$ cat config.mk
export PLATFORM = sky130hd
export DESIGN_NAME = chuff_ram
export DESIGN_NICKNAME = d
export VERILOG_FILES = /design/src/sv/chuff_ram.sv
export SDC_FILE = /design/constraint.sdc
export NUM_CORES = 2
export LEC_CHECK = 0
export ABC_AREA = 1
export BUFFER_PORTS_ARGS = -buffer_cell sky130_fd_sc_hd__buf_4
export CORE_UTILIZATION = 45
export CTS_CLUSTER_SIZE = 12
export DETAILED_ROUTE_END_ITERATION = 6
export SLEW_MARGIN = 30
export SYNTH_ARGS = -nofsm -noshare
export SYNTH_HDL_FRONTEND = slang
export SYNTH_SLANG_ARGS = --single-unit
$ cat constraint.sdc
create_clock -name clk -period 3 [get_ports clk]
set_clock_uncertainty 0.2 [all_clocks]
set_input_delay 0.45 -clock clk [delete_from_list [all_inputs] [get_ports clk]]
set_output_delay 0.45 -clock clk [all_outputs]
set_load 0.02 [all_outputs]
$ cat src/sv/chuff_ram.sv
`timescale 1ns / 1ps

module chuff_ram #(
  parameter int WIDTH = 16,
  parameter int DEPTH = 256
) (
  input  logic                                   clk,
  input  logic                                   we,
  input  logic [((DEPTH > 1) ? $clog2(DEPTH) : 1)-1:0] waddr,
  input  logic [WIDTH-1:0]                       wdata,
  input  logic [((DEPTH > 1) ? $clog2(DEPTH) : 1)-1:0] raddr,
  output logic [WIDTH-1:0]                       rdata
);

  logic [WIDTH-1:0] mem [DEPTH];

  always_ff @(posedge clk) begin
    if (we) begin
      mem[waddr] <= wdata;
    end
    rdata <= mem[raddr];
  end

endmodule

# Word-level counts from Yosys, hierarchy flattened
# Memory sizes are Yosys's and may differ from the RTL's. A register that Yosys moved wholly into a read port is not among the register bits.
# Cells that the tools add are included.
# classes
n_mux	2
# op_table
cell	n
$mux W1	2
# word_totals
ram_bits	4096
input_bits	34
memories	1
ff_bits	0
word_cells	3
# memory_table
name	words	width	rd	rd_ports_with_merged_regs	wr	line_no	source
mem	256	16	1	1	1	15	logic [WIDTH-1:0] mem [DEPTH];

# Longest topological paths before layout
# logic_depth
depth_word	2
mapped_depth	15
mapped_depth_nobuf	11

# Worst setup path after synthesis
# OpenSTA, ideal clock, no wires.
# synth_path
path_kind	input-to-reg
start	in we
end	mem mem[162][0] (enable)
stages	4
arrival_time_ns	1.902
n_path_buf	2
setup_ns	0.388
slack_ns	0.510
t_required_ns	2.412
cell_sequence	clkbuf_1 -> nand3_1 -> clkbuf_1 -> nor2_1
# synth_between
elab_chain_cells	2
# synth_rtl
element	line_no	source
from (decl)	8	input logic we,
$mux W1	18	if (we) begin
$mux W1 (not written as such)	19	mem[waddr] <= wdata;
to (decl)	15	
# No other way between the ends.

==> flow_summary.ini <==
[outcome]
status = finished, final reports clean

[drt]
wl_met2_um = 229800
drtPass1Iterations = 6
wirelength_met1_um = 203400
via_per_inst = 5.738
ant_nets = 0
wl_met3_um = 44310
drc = 0
num_vias = 111000
routed.top_layer = met5
routed_wl_um = 497500
wire_per_inst_um = 25.73
drtIter0Drc = 13860

[global_routing]
grt_max_degree = 112
overflow = 0
grt_usage_pct = 26.29
grt_pass1_wl_um = 721600
antenna_found_initial = 26
grt_pass1_vias = 103800

[clock_network]
clk_latency_ns = 0.98
cts_setup_buffers = 0
cts_resized = 0
cts_made_buffers = 425
clock-sinks = 4112
cts_tree = yes
ctsRootBufferMaster = clkbuf_16
clockBufferDepth = 4
htreeDepth = 5
clk_pin_slew_worst_paths_ns = 0.06

[yosys]
seq_area_frac_synth_pct = 74.42
synth-seq-cells = 4112
ys_types = 15
synth_top_area_share_pct = 74.23
synthesis.nets = 13650
synth_area_um2 = 165700
yosys_warnings = 0
synth_area_leaders = edfxtp_1 (74%), nand3_1 (12%), nand2_1 (9.5%)
postSynthCellCount = 13620
syn_avg_cell_area_um2 = 12.17
yosys.area.top_type = edfxtp_1

[power]
power_density_nw_per_um2 = 631.5
power.leakage_nw = 67.50
ir_drop_uv = 478.8

[floorplanning]
die_x_um = 608.8
die_area_um2 = 370700
floorplan.initialDensity_pct = 45.26
io_pins = 50
coreArea_um2 = 366100
rows = 222
fp.dieH_um = 608.8

[sta]
final.setup.tns_ns = 0
hold_viol = 0
setup_slack_ns = 0.08611
fmax_ghz = 0.3432
setup_viol = 0
timing.final.crit_share_pct = 97.13
relSlewSlack_pct = 31.52
rsz0062_at_grt = no
worst_pin_slew_ns = 1.026
min_period_ns = 2.914
final_max_slew_viol_count = 0

[worst_setup_path]
crit_arrival_ns = 3.59
crit_path_start_kind = flop
crit_top_cell = nand3_1
crit_fanout = 1
cp-end-kind = flop
required_ns = 3.67
crit_type = flop to flop
path_cells = nand2_1, nand3_1, nand3_1, nand3_1, nand3_1, nand3_1, buf_4, nand3_1, nand2_1, buf_4, nand2_1, nand2_1, dlygate4sd3_1
crit_slowest_cell = dlygate4sd3_1
max_stage_delay_ns = 0.54

[cells_and_area]
layout-drive-gt1-share_pct = 11.11
final_common_cell = nand2_1
nets = 14230
syn_to_final_growth_pct = 15.19
utilization_pct = 52.14
final_cell_mix = nand2_1 (4195), edfxtp_1 (4096), nand3_1 (4035), buf_4 (788), clkbuf_16 (427)

[placed_design]
dp_hpwl_um = 304800
dp_slack_ns = -0.3505
place_congestion = 0.8944
portBuffers = 49

[min_path]
hold_path_class = input port to flop

[job]
cap_violations = 0
-- worst max-delay path, delay by kind of cell, from the launching register on --
kind	cells	cell delay, ns
buffers and inverters	3	0.94
flip-flops	1	0.36
AND/OR/NAND/NOR	10	1.32
-- cell families (layout without fill, tap and decap cells) --
logic type	after synthesis	after routing	synth area share, %
and+or+nand+nor	8529	8529	22.37
other	0	7	0
buffers and inverters	976	1872	3.214
DFF	4112	4112	74.42
-- synth_stat cells (all sizes together) --
master,number
buf,783
edfxtp,4096
dfxtp,16
nor2,283
clkbuf,154
inv,39
nand2,4211
nand3,4035
-- final cells by class --
| type | instances | area (µm²) |
|---|---|---|
| well taps | 4816 | 6026 |
| clock buffers | 543 | 11140 |
| flip-flops and latches | 4112 | 123300 |
| multi-input cells | 8529 | 37140 |
| inverters | 39 | 198.9 |
| fillers | 30880 | 175200 |
| clock inverters | 201 | 1385 |
| repair buffers | 1089 | 11650 |
| diodes | 7 | 17.52 |
-- sequential cells by signal, indices dropped and copies added, names as in the netlist --
register / cells
mem: 4096
rdata: 16
-- metrics by stage --
stage / area, µm² / std cells / power, W / hold slack [ns]
after detailed placement: 178100 / 18570 / 0.07298 / 0.5741
after global routing: 190900 / 19330 / 0.1237 / 0.09439
after global placement: 178100 / 18570 / 0.07292 / 0.5771
after floorplan: 165700 / 13620 / 0.06853 / 0.3489
after CTS: 190900 / 19330 / 0.1209 / 0.009114
final: 190900 / 19340 / 0.1205 / 0.08919
-- per-layer routing --
layer	up-vias	GRT usage, %
met1	55160	37.35
met3	881	3.887
met5	-	0
met4	14	9.818
li1	49780	-
met2	5121	41.20
-- repair_timing --
action,in CTS,in global routing
hold buffers,19,0
endpoints found under the setup margin,0,0
hold endpoints to repair,2256,0
-- worst paths after layout --
path	from	endpoint	slack [ns]	cells after the start
hold reg to reg	mem[126][10]	rdata[10]	0.79	10
hold / removal	raddr[3]	rdata[0]	0.09	8
setup reg to reg	mem[173][12]	rdata[12]	0.09	13
setup / recovery	mem[173][12]	rdata[12]	0.09	13
-- power by group --
group	leakage, nW	switching (W)	internal, W
combinational	24.5	0.00600	0.00243
clock	6.08	0.0218	0.0268
sequential	36.9	0.000150	0.0633
(Power assumes the default switching activity.)
